<file path="src/hdl/tdpt_pkg.sv">
// ----------------------------------------------------------------------------
// Trial division prime test package
// Sequencer state encoding shared by the prime test unit.
// ----------------------------------------------------------------------------
package tdpt_pkg;

  typedef enum logic [1:0] {
    ST_IDLE,
    ST_START,
    ST_WAIT,
    ST_FINISH
  } tdpt_state_e;

endpackage

</file>
<file path="src/hdl/tdpt_divider.sv">
// ----------------------------------------------------------------------------
// Trial division prime test divider
// Restoring divider that produces quotient and remainder, one bit per cycle.
// The dividend and divisor inputs must stay stable while a division runs.
// ----------------------------------------------------------------------------
module tdpt_divider #(
  parameter int unsigned WIDTH = 32
) (
  input  logic             clk_i,
  input  logic             rst_ni,
  input  logic             start_i,
  input  logic [WIDTH-1:0] dividend_i,
  input  logic [WIDTH-1:0] divisor_i,
  output logic             done_o,
  output logic [WIDTH-1:0] quotient_o,
  output logic [WIDTH-1:0] remainder_o
);

  localparam int unsigned CntWidth = (WIDTH > 1) ? $clog2(WIDTH) : 1;

  logic                busy_q, busy_d;
  logic                done_q, done_d;
  logic [CntWidth-1:0] cnt_q, cnt_d;
  logic [WIDTH-1:0]    quo_q, quo_d;
  logic [WIDTH-1:0]    rem_q, rem_d;
  logic [WIDTH:0]      shifted;
  logic [WIDTH:0]      diff;
  logic                ge;

  assign shifted = {rem_q, quo_q[WIDTH-1]};
  assign ge      = (shifted >= {1'b0, divisor_i});
  assign diff    = shifted - {1'b0, divisor_i};

  always_comb begin
    busy_d = busy_q;
    done_d = 1'b0;
    cnt_d  = cnt_q;
    quo_d  = quo_q;
    rem_d  = rem_q;
    if (start_i) begin
      busy_d = 1'b1;
      cnt_d  = CntWidth'(WIDTH - 1);
      quo_d  = dividend_i;
      rem_d  = '0;
    end else if (busy_q) begin
      rem_d = ge ? diff[WIDTH-1:0] : shifted[WIDTH-1:0];
      quo_d = {quo_q[WIDTH-2:0], ge};
      cnt_d = cnt_q - CntWidth'(1);
      if (cnt_q == '0) begin
        busy_d = 1'b0;
        done_d = 1'b1;
      end
    end
  end

  always_ff @(posedge clk_i or negedge rst_ni) begin
    if (!rst_ni) begin
      busy_q <= 1'b0;
      done_q <= 1'b0;
      cnt_q  <= '0;
    end else begin
      busy_q <= busy_d;
      done_q <= done_d;
      cnt_q  <= cnt_d;
    end
  end

  always_ff @(posedge clk_i) begin
    quo_q <= quo_d;
    rem_q <= rem_d;
  end

  assign done_o      = done_q;
  assign quotient_o  = quo_q;
  assign remainder_o = rem_q;

endmodule

</file>
<file path="src/hdl/trial_division_prime_test_unit.sv">
// ----------------------------------------------------------------------------
// Trial division prime test unit
// Classifies one unsigned number per transaction as prime or not, and flags
// whether it is even or odd.
//
// The input channel (in_valid_i, in_ready_o, number_i) takes one number per
// transaction. The output channel (out_valid_o, out_ready_i, is_prime_o,
// is_even_o, is_odd_o) returns exactly one result per input transaction.
// Numbers below four and even numbers are decided at once; ST_FINISH loads their
// result once the output register is free. An odd number of five or more is divided
// by the trial divisors 3, 5, 7, ... until a divisor leaves remainder zero or
// exceeds the quotient. Each trial divisor runs one division in the bit-serial divider.
// One number is in work at a time; in_ready_o rises the cycle after the result loads.
// The result sits in an output register, so a new number is accepted while a
// result still waits; a stalled receiver holds the next result in the
// sequencer until the output register frees. Reset clears all control state
// and drops both valid and ready-related state to idle.
// ----------------------------------------------------------------------------
module trial_division_prime_test_unit #(
  parameter int unsigned NUMBER_WIDTH = 32
) (
  input  logic                    clk_i,
  input  logic                    rst_ni,
  input  logic                    in_valid_i,
  output logic                    in_ready_o,
  input  logic [NUMBER_WIDTH-1:0] number_i,
  output logic                    out_valid_o,
  input  logic                    out_ready_i,
  output logic                    is_prime_o,
  output logic                    is_even_o,
  output logic                    is_odd_o
);

  localparam int unsigned W = NUMBER_WIDTH;

  tdpt_pkg::tdpt_state_e state_q, state_d;

  logic [W-1:0] n_q;
  logic [W-1:0] d_q;
  logic         prime_q;
  logic         even_q;
  logic         out_valid_q;
  logic         out_prime_q;
  logic         out_even_q;

  logic         div_start;
  logic         div_done;
  logic [W-1:0] div_quo;
  logic [W-1:0] div_rem;
  logic         in_fire;
  logic         out_load;
  logic         small_n;
  logic         trial_over;
  logic         trial_hit;

  assign in_fire    = in_valid_i && in_ready_o;
  assign small_n    = (number_i < W'(4));
  assign trial_over = (d_q > div_quo);
  assign trial_hit  = (div_rem == '0);

  tdpt_divider #(
    .WIDTH(W)
  ) u_divider (
    .clk_i       (clk_i),
    .rst_ni      (rst_ni),
    .start_i     (div_start),
    .dividend_i  (n_q),
    .divisor_i   (d_q),
    .done_o      (div_done),
    .quotient_o  (div_quo),
    .remainder_o (div_rem)
  );

  always_comb begin
    state_d = state_q;
    case (state_q)
      tdpt_pkg::ST_IDLE: begin
        if (in_fire) begin
          if (small_n || !number_i[0]) begin
            state_d = tdpt_pkg::ST_FINISH;
          end else begin
            state_d = tdpt_pkg::ST_START;
          end
        end
      end
      tdpt_pkg::ST_START: begin
        state_d = tdpt_pkg::ST_WAIT;
      end
      tdpt_pkg::ST_WAIT: begin
        if (div_done) begin
          if (trial_over || trial_hit) begin
            state_d = tdpt_pkg::ST_FINISH;
          end else begin
            state_d = tdpt_pkg::ST_START;
          end
        end
      end
      tdpt_pkg::ST_FINISH: begin
        if (!out_valid_q || out_ready_i) begin
          state_d = tdpt_pkg::ST_IDLE;
        end
      end
      default: begin
        state_d = tdpt_pkg::ST_IDLE;
      end
    endcase
  end

  always_comb begin
    in_ready_o = 1'b0;
    div_start  = 1'b0;
    out_load   = 1'b0;
    case (state_q)
      tdpt_pkg::ST_IDLE: begin
        in_ready_o = 1'b1;
      end
      tdpt_pkg::ST_START: begin
        div_start = 1'b1;
      end
      tdpt_pkg::ST_FINISH: begin
        out_load = !out_valid_q || out_ready_i;
      end
      default: begin
        in_ready_o = 1'b0;
      end
    endcase
  end

  always_ff @(posedge clk_i or negedge rst_ni) begin
    if (!rst_ni) begin
      state_q     <= tdpt_pkg::ST_IDLE;
      out_valid_q <= 1'b0;
    end else begin
      state_q <= state_d;
      if (out_load) begin
        out_valid_q <= 1'b1;
      end else if (out_ready_i) begin
        out_valid_q <= 1'b0;
      end
    end
  end

  always_ff @(posedge clk_i) begin
    if (in_fire) begin
      n_q     <= number_i;
      d_q     <= W'(3);
      even_q  <= !number_i[0];
      prime_q <= small_n && number_i[1];
    end else if (state_q == tdpt_pkg::ST_WAIT && div_done) begin
      if (trial_over) begin
        prime_q <= 1'b1;
      end else if (trial_hit) begin
        prime_q <= 1'b0;
      end else begin
        d_q <= d_q + W'(2);
      end
    end
    if (out_load) begin
      out_prime_q <= prime_q;
      out_even_q  <= even_q;
    end
  end

  assign out_valid_o = out_valid_q;
  assign is_prime_o  = out_prime_q;
  assign is_even_o   = out_even_q;
  assign is_odd_o    = !out_even_q;

endmodule
</file>
<file path="config.mk">
export PLATFORM = sky130hd
export DESIGN_NAME = trial_division_prime_test_unit
export DESIGN_NICKNAME = d
export VERILOG_FILES = /design/src/hdl/tdpt_pkg.sv /design/src/hdl/tdpt_divider.sv /design/src/hdl/trial_division_prime_test_unit.sv
export SDC_FILE = /design/constraint.sdc
export NUM_CORES = 1
export LEC_CHECK = 0
export BUFFER_PORTS_ARGS = -buffer_cell sky130_fd_sc_hd__buf_2
export CAP_MARGIN = 25
export CORE_MARGIN = 2
export CORE_UTILIZATION = 45
export DETAILED_ROUTE_END_ITERATION = 16
export GPL_TIMING_DRIVEN = 0
export SYNTH_ARGS = -nofsm -noshare
export SYNTH_HDL_FRONTEND = slang
export SYNTH_SLANG_ARGS = --single-unit
</file>
<file path="constraint.sdc">
create_clock -name clk_i -period 9.7 [get_ports clk_i]
set_input_delay 1.94 -clock clk_i [delete_from_list [all_inputs] [get_ports clk_i]]
set_output_delay 1.94 -clock clk_i [all_outputs]
set_load 0.005 [all_outputs]
</file>
After elaboration in Yosys (flattened, before gate mapping)
Cells that the tools add are included.

word-level totals
  bits in registers = 142
  bits of input ports = 36
  output and inout bits = 5
  word-level logic and storage cells = 72

cells by class
  add/subtract/negate cells = 3
  order comparisons = 3
  equality and inequality tests = 6
  mux-type cells = 26
  bitwise operators = 2
  reductions and logical operators = 19

operators by type and width
  cell                   count
  $mux 32                3
  $ge 33x32->1           1
  $add 32x2->32 const B  1
  $gt 32x32->1           1
  $logic_not 32->1       1
  $lt 32x3->1 const B    1
  $sub 32x32->32         1
  $mux 1                 15
  $mux 2                 5
  $mux 5                 2
  $pmux 2 s4             1
  $reduce_and 3->1       2
  $reduce_bool 2->1      3
  $logic_not 5->1        1
  $sub 5x1->5 const B    1
  $eq 2x2->1 const B     2
  $ne 2x2->1 const B     2
  $logic_and 1x1->1      3
  $logic_not 1->1        3
  $logic_or 1x1->1       3
  $reduce_bool 3->1      1
  $eq 2x1->1 const B     1
  $logic_not 2->1        1
  $ne 2x1->1 const B     1
  other kinds (2)        3

Depth between registers and ports, before layout
Gate-level depths: netlist (run 1).

  depth in word-level cells = 5
  gate-level depth with buffers = 14
  gate-level depth less buffers = 11

Modules after synthesis
Synthesis (run 1) repeated with hierarchy kept, for this count alone.

second synthesis, totals
  cells, all modules = 920
  area total of the unflattened synthesis = 8,673.3 um^2

by module, submodules not included
  module                          times used  cells each  area each (um^2)  seq. area each (um^2)
  tdpt_divider                    1           530         4,903.5           1,776.7
  trial_division_prime_test_unit  1           390         3,769.9           1,776.7

Least setup slack after synthesis (run 1)
No wires, ideal clock.

  path kind = in2reg
  start point = in in_valid_i
  end point = reg even_q (enable)
  setup time = 0.410 ns
  data arrival time = 3.644 ns
  path slack = 5.646 ns
  cell stages on the path = 4
  path buffers = 2
  cells stage by stage = nand2_1 > inv_1 > clkbuf_1 > buf_1

between the ends
  cells in the longest elaborated chain, start to end = 1

RTL lines
  item                  line                                   source
  start, declared       trial_division_prime_test_unit.sv:24   input logic in_valid_i,
  $logic_and 1x1->1     trial_division_prime_test_unit.sv:56   assign in_fire = in_valid_i && in_ready_o;
  via in_fire           trial_division_prime_test_unit.sv:50   logic in_fire;
  end signal, assigned  trial_division_prime_test_unit.sv:147  even_q <= !number_i[0];
  end, declared         trial_division_prime_test_unit.sv:41   logic even_q;

The timed path passes the listed nets, and every way through them passes these cells.
A chain may end at the register's enable or synchronous reset.

Final worst setup path (run 1)
  start point = in in_valid_i
  end point = reg n_q[15] (enable)

between the ends
  cells in the longest elaborated chain, start to end = 1

RTL lines
  item                  line                                   source
  $logic_and 1x1->1     trial_division_prime_test_unit.sv:56
  via in_fire           trial_division_prime_test_unit.sv:50
  end signal, assigned  trial_division_prime_test_unit.sv:145  n_q <= number_i;
  end, declared         trial_division_prime_test_unit.sv:38   logic [W-1:0] n_q;

The timed path passes the listed nets, and every way through them passes these cells.

==> results of run 1 <==
## state kept, by name (all words and copies together) (netlist names), 2 cells and up
| signal | cells |
|---|---|
| n_q | 32 |
| u_divider.quotient_o | 32 |
| u_divider.remainder_o | 32 |
| d_q | 31 |
| u_divider.cnt_q | 5 |
| state_q | 2 |
## cells in the final DEF, fill, tap and decap left out, types with 4 or more instances in the layout
cell       count
a21o_1        25
nor4_1        32
dfrtp_1       10
a21oi_1       64
edfxtp_1      68
o21a_1         7
a31o_2         9
nand3_1       19
inv_6          7
buf_2         46
nor2b_1        7
xor2_1        13
nor3b_1        6
o21ai_0       69
nand2b_1       6
nand4_1       25
dfxtp_1       63
or3_1          5
and3_1         5
nor2_1        76
o21bai_1       4
nor3_1        19
buf_1          4
a31oi_1        9
o31ai_1        4
xnor2_1       28
nand2_1       94
ha_1          66
inv_1         79
mux2i_1       15
clkbuf_16     17
a211oi_1      19
clkbuf_1      27
## metal layers
metal / up-vias / part of all wire, % / track usage (%) / wire length, µm
li1: 3522 / - / - / -
met4: 0 / 2.1 / 7.32 / 462
met5: - / 0 / 0 / 0
met2: 199 / 46 / 36.2 / 10100
met3: 30 / 4.7 / 4.11 / 1030
met1: 3299 / 48 / 31.9 / 10500
## cell usage after synthesis (4+ instances only)
cell	instances	area share [%]
nand2b_1	7	0.52
o31ai_1	4	0.35
a21o_1	25	2.2
buf_2	5	0.30
nor3_1	19	1.1
ha_1	66	9.8
o21bai_1	4	0.35
nor2b_1	7	0.52
a31o_2	9	0.93
nand3_1	19	1.1
dfxtp_1	63	15
o21ai_0	69	4.1
nor2_1	76	3.4
buf_1	5	0.22
o21a_1	7	0.62
nand4_1	25	1.8
mux2i_1	15	1.8
xnor2_1	28	2.9
nand2_1	94	4.2
a31oi_1	9	0.66
xor2_1	13	1.3
a211oi_1	19	1.7
and3_1	5	0.37
edfxtp_1	68	24
nor3b_1	6	0.53
a21oi_1	64	3.8
nor4_1	32	2.4
or3_1	5	0.37
inv_1	79	3.5
dfrtp_1	10	3.0
clkbuf_1	26	1.2
## per-stage QoR
stage / total power, mW / hold slack (ns) / instance area [µm²]
floorplan: 2.25 / 0.400 / 8470
global placement: 2.64 / 0.404 / 8960
detailed placement: 2.65 / 0.406 / 8960
CTS: 3.35 / 0.422 / 9570
global route: 3.61 / 0.430 / 9570
finish: 3.35 / 0.421 / 9570
## power breakdown
group          internal, mW  total [mW]  switching [mW]
logic                 0.687        1.66           0.968
registers             0.873        1.01           0.139
clock network         0.390       0.679           0.289
## cells by family after synthesis
family / after synthesis / share of synthesized area [%]
AOI/OAI and AO/OA: 240 / 18.0
xor gates and xnor gates: 41 / 4.24
adders and majority gates: 67 / 9.99
buffers and inverters: 118 / 5.48
DFF: 141 / 42.0
muxes: 17 / 2.04
and+or+nand+nor: 314 / 18.3
## how the worst min path moves through the flow
stage	startpoint	end	slack (ns)	cells after the start
after floorplan	even_q	is_even_o	0.40	0
after global placement	even_q	is_even_o	0.40	0
after detailed placement	even_q	is_even_o	0.41	0
after CTS	even_q	is_even_o	0.42	0
after global routing	even_q	is_even_o	0.43	0
final	even_q	is_even_o	0.42	0
## area by class of cell
| class | instances | area (µm²) |
|---|---|---|
| inverter | 79 | 297 |
| sequential | 141 | 3550 |
| fill | 1712 | 9010 |
| buffer | 39 | 169 |
| clock buffer | 18 | 429 |
| clock inverter | 14 | 171 |
| tap | 234 | 293 |
| timing repair buffer | 40 | 200 |
| multi-input combinational | 679 | 4450 |
==> run_results.csv, run 1 <==
group,metric,value,unit
outcome,status,"complete, no violations",
setup_path,rr_endpoint,"u_divider.remainder_o[7]",
floorplanning,die_area,19900,µm²
clock_tree,clockRootBuffer,"clkbuf_16",
drt,final_antenna_net_count,0,
setup_path,endpoint,"n_q[15]",
floorplanning,fp.dieW,141,µm
drt,routed_wl,22100,µm
grt,first_global_vias,6598,
finish,fin_nets,1100,
power,p_leak,3.86,nW
power,power_density,350,nW/µm²
setup_path,critical_path.max_stage_delay,0.79,ns
timing,slew_headroom,39.7,%
clock_tree,insertion_delay,0.43,ns
setup_path,crit_top_cell,"buf_2",
drt,dr_total_vias,7050,
synthesis,ys_ff_latch,141,
grt,antenna_found_initial,0,
grt,grt_pass1_wl,35200,µm
synthesis,avgSynthCellArea,9.03,µm²
timing,finalHoldViolCount,0,
synthesis,yosysSeqAreaShare,42.0,%
setup_path,r2r-start,"d_q[1]",
synthesis,syn_inst,938,
timing,fin_skew,0.0113,ns
clock_tree,cts_hold_buf,0,
timing,tns,0,ns
finish,instances_no_fill,1244,
place,dpl.cell_count,1212,
timing,rsz0062_at_grt,"false",
clock_tree,cts_made_buffers,17,
setup_path,crit_slowest_cell,"buf_2",
clock_tree,clock_sinks,141,
floorplanning,initial_core_util,45.6,%
clock_tree,clockBufferDepth,2,
setup_path,cp-start-kind,"input port",
setup_path,crit_path_end_kind,"flop",
setup_path,cp.required,9.75,ns
drt,via_per_inst,5.67,
clock_tree,post_cts_resized,0,
clock_tree,cts_tree,"built",
setup_path,path_depth,5,
power,ir_drop,0.000167,V
place,hpwlAfterDp,16400,µm
setup_path,worstSetupStartpoint,"in_valid_i",
timing,tightest_slew,0.904,ns
clock_tree,post_cts_buffers,0,
min_path,hold_class,"flop to flop",
job,cap_violations,0,
drt,wl_per_cell,17.8,µm
synthesis,ys.flop_type,"edfxtp_1",
setup_path,critPathTopFamily,"buffers and inverters",
drt,firstDrtPassIters,6,
timing,period_share,38.8,%
synthesis,yosysWarnings,0,
synthesis,synth_edf_count,68,
timing,fmax,266,MHz
finish,drive_above_1_share,10.5,%
timing,timing.final.crit_period,3.76,ns
finish,area_growth,13.0,%
clock_tree,h-tree-depth,4,
floorplanning,core,18600,µm²
drt,drt_iter0_markers,508,
timing,report.final.slew_viol_count,0,
setup_path,worstSetupPathType,"input port to flop",
setup_path,worstPathCellList,"buf_2 > nand2_1 > inv_1 > clkbuf_1 > buf_2",
grt,grt_overflow_total,0,
synthesis,syn_area,8470,µm²
place,port_buffers,40,
place,globalplace.congestion,0.933,
floorplanning,io_pins,41,
timing,fin_ws,5.94,ns
clock_tree,cts.clk_slew.worst_paths,0.06,ns
setup_path,path_max_fanout,42,
place,post-place-ws,5.45,ns
synthesis,syn-num-nets,1041,
setup_path,worstRegToRegCells,12,
finish,final_util,51.5,%
timing,setup_viol,0,
grt,grt_max_degree,43,
grt,grt_use_total,22.9,%
setup_path,crit_buf_inv,4,
floorplanning,rows,50,
drt,drc_errors,0,
synthesis,synthArstFlopShare,7.09,%
floorplanning,die_h,141,µm
finish,diodes,0,
synthesis,synthDistinctLibCells,66,
setup_path,reg2reg_slack,5.95,ns
setup_path,cp.arrival,3.81,ns
Power figures use the tool's default switching activity.
==> inputs of run 2 (changes only) <==
- ABC_AREA: default -> 1
- clock period: 9.7 -> 3.1 ns (I/O delays scaled with it)
==> run 2 against run 1 <==
Count of clock-buffer cells in the layout unchanged; combinational power rose to 3.7 times the previous value; cell count up 39%; clock skew up 0.0026 ns; via count up 30%; wire length up 32%; largest power group unchanged.
==> run_results.csv, run 2 <==
group,metric,value,unit
clock_tree,cts_hold_buf,0,
setup_path,path_max_fanout,10,
synthesis,syn-num-nets,1486,
synthesis,synth_edf_count,68,
drt,final_antenna_net_count,0,
setup_path,cp.required,3.44,ns
timing,fin_skew,0.0139,ns
synthesis,syn_area,9740,µm²
clock_tree,h-tree-depth,4,
finish,fin_nets,1547,
drt,drc_errors,0,
timing,rsz0062_at_grt,"false",
drt,via_per_inst,5.27,
finish,drive_above_1_share,8.85,%
drt,dr_total_vias,9135,
timing,holdWs,0.0217,ns
setup_path,worstSetupPathType,"flop to flop",
grt,antenna_found_initial,0,
clock_tree,cts_made_buffers,17,
timing,fmax,337,MHz
synthesis,synth_top_cells_by_count,"459 x nand2_1, 184 x inv_1, 111 x nor2_1",
min_path,hold_class,"input port to async pin",
grt,first_global_vias,8458,
setup_path,cp-start-kind,"flop",
grt,grt_use_total,26.7,%
clock_tree,post_cts_resized,0,
power,finalPower,11.3,mW
drt,wl_per_cell,16.8,µm
floorplanning,initial_core_util,46.1,%
synthesis,synthArstFlopShare,7.09,%
grt,grt_pass1_wl,45800,µm
timing,period_share,95.6,%
floorplanning,core,21200,µm²
synthesis,synth_most_common_cell,"nand2_1",
drt,drt_iter0_markers,752,
grt,grt_max_degree,25,
timing,report.final.slew_viol_count,0,
place,dpl.cell_count,1700,
clock_tree,clock_sinks,141,
floorplanning,die_area,22800,µm²
power,p_leak,5.00,nW
synthesis,synth_area_leaders,"edfxtp_1 21%, nand2_1 18%, dfxtp_1 13%, ha_1 8.5%, inv_1 7.1%",
floorplanning,die_h,151,µm
synthesis,ys.flop_type,"edfxtp_1",
place,port_buffers,40,
timing,setup_viol,0,
timing,finalHoldViolCount,0,
finish,fillers,2125,
clock_tree,clockRootBuffer,"clkbuf_16",
finish,diodes,0,
floorplanning,fp.dieW,151,µm
place,globalplace.congestion,0.974,
timing,timing.final.crit_period,2.96,ns
synthesis,yosysSeqAreaShare,36.5,%
timing,slew_headroom,27.5,%
job,cap_violations,0,
setup_path,crit_path_end_kind,"flop",
synthesis,syn_inst,1383,
finish,final_common_cell,"nand2_1",
synthesis,avgSynthCellArea,7.05,µm²
finish,instances_no_fill,1732,
clock_tree,clockBufferDepth,2,
synthesis,netlist.area_leader.share,21.0,%
power,ir_drop,0.000423,V
setup_path,cp.arrival,3.30,ns
power,power_density,1030,nW/µm²
synthesis,yosysWarnings,0,
clock_tree,cts_tree,"built",
drt,firstDrtPassIters,5,
finish,area_growth,12.2,%
synthesis,synthDistinctLibCells,42,
floorplanning,io_pins,41,
place,dpl_cell_area,10300,µm²
grt,grt_overflow_total,0,
timing,tightest_slew,1.08,ns
finish,final_util,51.7,%
synthesis,synth_top_cell_by_area,"edfxtp_1",
clock_tree,post_cts_buffers,0,
clock_tree,cts.clk_slew.worst_paths,0.08,ns
synthesis,ys_ff_latch,141,
place,hpwlAfterDp,23200,µm
outcome,status,"complete, no violations",
clock_tree,insertion_delay,0.44,ns
drt,routed_wl,29200,µm
finish,fin_area,10900,µm²
floorplanning,rows,53,
finish,final_cell_mix,"459 x nand2_1, 184 x inv_1, 111 x nor2_1",
==> run 2: final timing paths <==
kind	start	to	slack [ns]	cells after the start
worst max-delay path	d_q[21]	u_divider.remainder_o[28]	0.14	15
worst min-delay path	rst_ni	u_divider.cnt_q[3]	0.02	1
worst max register to register	d_q[21]	u_divider.remainder_o[28]	0.14	15
worst min register to register	even_q	is_even_o	0.43	0
max in group asynchronous	rst_ni	u_divider.busy_q	2.89	1
min in group clk_i	number_i[30]	n_q[30]	0.37	1
==> run 2: metal layers <==
metal,wire length [µm],GRT usage [%],vias up
li1,-,-,4641
met1,14000,37.7,4189
met2,12900,42.8,267
met3,1650,4.28,38
met4,580,6.50,0
met5,0,0,-
==> run 2: through the flow <==
| step | setup slack [ns] | setup TNS [ns] |
|---|---|---|
| 2_1_floorplan | 0.669 | 0 |
| 3_3_place_gp | -0.363 | -15.67 |
| 3_5_place_dp | 0.209 | 0 |
| 4_1_cts | 0.197 | 0 |
| 5_1_grt | 0.0380 | 0 |
| 6_report | 0.136 | 0 |
==> run 2: worst max-delay path, stage by stage (launching register included) <==
cell	delay, ns
dfxtp_1	0.57
inv_1	0.19
ha_1	0.43
nand2_2	0.11
nor2_2	0.15
nand2_1	0.09
nor2_2	0.22
nand4_1	0.15
nand2_1	0.13
nor2_4	0.07
nand2_4	0.08
buf_12	0.15
buf_8	0.16
nand3_1	0.19
nand2_1	0.10
nand2_1	0.05
==> run 2: kinds of logic (layout without fill, tap and decap cells) <==
group	count (synthesis)	after routing	synth area share, %
simple gates	771	771	34.5
buf+inv	220	294	9.12
compound gates	152	152	8.32
flops	141	141	36.5
fa+ha+maj	67	67	8.68
xor+xnor	32	32	2.88
==> run 2: power by group <==
group | total (mW) | internal [mW] | switching, mW
registers | 3.09 | 2.69 | 0.396
logic | 6.12 | 2.13 | 3.99
clock network | 2.09 | 1.12 | 0.970
total | 11.3 | 5.94 | 5.36
==> run 2: area by class of cell <==
cell class / instances / area [µm²] / area share, %
Clock buffer: 18 / 450 / 4.12
Timing Repair Buffer: 42 / 255 / 2.33
Sequential cell: 141 / 3550 / 32.5
Clock inverter: 14 / 138 / 1.26
Tap cell: 275 / 344 / 3.15
Multi-Input combinational cell: 1022 / 5300 / 48.5
Buffer: 34 / 191 / 1.75
Inverter: 186 / 698 / 6.39
==> inputs of run 3 (changes only) <==
- CORE_ASPECT_RATIO: default -> 2
- CORE_UTILIZATION: 45 -> 57
- PLACE_DENSITY: default -> 0.77
- SLEW_MARGIN: default -> 40
==> run 3 against run 2 <==
Cell area fell by 0.72%; count of clock-buffer cells in the layout grew 4; highest routed layer unchanged; clock power up 3%; cell count shrank 4.0%; largest cell class unchanged; sequential share of layout area increased by 0.26 points; largest power group unchanged; fmax decreased by 0.78%; worst setup slack worse by 0.023 ns; combinational power up 3%; critical endpoint is now u_divider.quotient_o[0]; global-route usage rose by 11 points; sequential power up 1%.
==> run_results.csv, run 3 (synthesis gave the netlist of run 2 again) <==
group,metric,value,unit
drt,routed_wl,32900,µm
clock_tree,clock_sinks,141,
timing,report.final.slew_viol_count,0,
finish,area_growth,11.4,%
setup_path,cp.arrival,3.14,ns
timing,rsz0062_at_grt,"false",
clock_tree,cts_hold_buf,0,
finish,diodes,0,
setup_path,crit_path_end_kind,"flop",
finish,instances_no_fill,1663,
timing,tightest_slew,0.935,ns
grt,antenna_found_initial,0,
power,power_density,1070,nW/µm²
place,port_buffers,40,
timing,setup_viol,0,
place,dpl.cell_count,1631,
grt,grt_overflow_total,0,
setup_path,critPathTopFamily,"compound AO/OA/AOI/OAI gates",
min_path,hold_class,"input port to async pin",
grt,grt_pass1_wl,49900,µm
timing,timing.final.crit_period,2.99,ns
place,hpwlAfterDp,26100,µm
clock_tree,post_cts_resized,0,
setup_path,cp-start-kind,"flop",
place,dpl_cell_area,10200,µm²
setup_path,crit_slowest_cell,"dfxtp_1",
finish,fin_nets,1546,
clock_tree,cts.clk_slew.worst_paths,0.06,ns
finish,fillers,1560,
finish,drive_above_1_share,8.93,%
drt,drc_errors,0,
clock_tree,clockBufferDepth,2,
clock_tree,insertion_delay,0.43,ns
floorplanning,die_h,189,µm
setup_path,worstPathCellList,"inv_1 > ha_1 > a21oi_2 > o21ai_1 > nand2_1 > a21oi_2 > nor2_4 > nand2_4 > inv_2 > clkbuf_4 > o21ai_0",
floorplanning,core,16800,µm²
finish,final_cell_mix,"459 x nand2_1, 183 x inv_1, 111 x nor2_1",
grt,grt_max_degree,36,
floorplanning,rows,67,
timing,fmax,335,MHz
drt,final_antenna_net_count,0,
floorplanning,die_area,18200,µm²
grt,grt_use_total,37.6,%
clock_tree,post_cts_buffers,0,
power,ir_drop,0.000689,V
setup_path,crit_buf_inv,3,
timing,period_share,96.4,%
timing,slew_headroom,37.1,%
floorplanning,fp.dieW,96.5,µm
drt,dr_total_vias,9586,
clock_tree,h-tree-depth,4,
job,cap_violations,0,
finish,fin_area,10900,µm²
power,p_leak,5.00,nW
clock_tree,cts_made_buffers,17,
setup_path,critical_path.max_stage_delay,0.53,ns
timing,tns,0,ns
finish,final_common_cell,"nand2_1",
drt,wl_per_cell,19.8,µm
timing,fin_skew,0.0101,ns
setup_path,worstSetupStartpoint,"d_q[20]",
setup_path,r2r-start,"d_q[20]",
setup_path,path_max_fanout,10,
setup_path,worstSetupPathType,"flop to flop",
clock_tree,cts_tree,"built",
outcome,status,"complete, no violations",
timing,finalHoldViolCount,0,
timing,holdWs,0.0476,ns
grt,first_global_vias,9540,
clock_tree,clockRootBuffer,"clkbuf_16",
power,finalPower,11.6,mW
floorplanning,initial_core_util,58.1,%
drt,firstDrtPassIters,5,
setup_path,crit_top_cell,"a21oi_2",
floorplanning,io_pins,41,
place,globalplace.congestion,1.06,
drt,via_per_inst,5.76,
setup_path,cp.required,3.25,ns
drt,drt_iter0_markers,539,
## run 3: cell count changes in the layout (fill, tap and decap cells not counted), moves of 3 or more
| cell | previous run | this run |
|---|---|---|
| clkinv_2 | 0 | 3 |
| inv_6 | 5 | 0 |
| clkbuf_1 | 19 | 22 |
| inv_8 | 5 | 0 |
| clkinv_4 | 0 | 3 |
| bufinv_16 | 0 | 3 |
## run 3: power by group
group / internal, mW / switching (mW)
logic: 2.14 / 4.16
registers: 2.70 / 0.436
clock network: 1.33 / 0.826
## run 3: worst paths after layout
| kind | cells past startpoint | to | slack, ns |
|---|---|---|---|
| setup / recovery | 11 | u_divider.quotient_o[0] | 0.11 |
| hold / removal | 1 | u_divider.done_o | 0.05 |
| setup reg to reg | 11 | u_divider.quotient_o[0] | 0.11 |
| hold reg to reg | 0 | is_even_o | 0.43 |
| max in group asynchronous | 1 | out_valid_o | 2.86 |
| min in group clk_i | 1 | n_q[15] | 0.38 |
## run 3: through the flow
stage	utilization [%]	worst slack, ns
5_1_grt	64.7	0.0566
2_1_floorplan	-	0.669
6_report	64.7	0.113
3_5_place_dp	61.0	0.0800
3_3_place_gp	60.9	-0.340
4_1_cts	64.7	0.0726
## run 3: cell type report
class / count / area [µm²] / share of cell area [%]
Clock inverter: 10 / 139 / 1.28
Multi-Input combinational cell: 1022 / 5310 / 48.9
Buffer: 34 / 196 / 1.81
Tap cell: 207 / 259 / 2.39
Sequential cell: 141 / 3560 / 32.8
Timing Repair Buffer: 41 / 220 / 2.03
Clock buffer: 22 / 475 / 4.38
Inverter: 186 / 698 / 6.43
## run 3: routing by layer
| layer | share of wire, % | track usage [%] | vias up |
|---|---|---|---|
| met3 | 5.0 | 7.04 | 181 |
| met4 | 12 | 36.5 | 0 |
| met1 | 32 | 34.2 | 4405 |
| met5 | 0 | 0 | - |
| met2 | 51 | 65.5 | 372 |
| li1 | - | - | 4628 |
## run 3: worst reg2reg max path, delay by kind of cell (launching register included)
| family | cells | cell delay, ns |
|---|---|---|
| compound gates | 4 | 0.75 |
| fa+ha+maj | 1 | 0.38 |
| buf+inv | 3 | 0.58 |
| flops | 1 | 0.53 |
| simple gates | 3 | 0.46 |
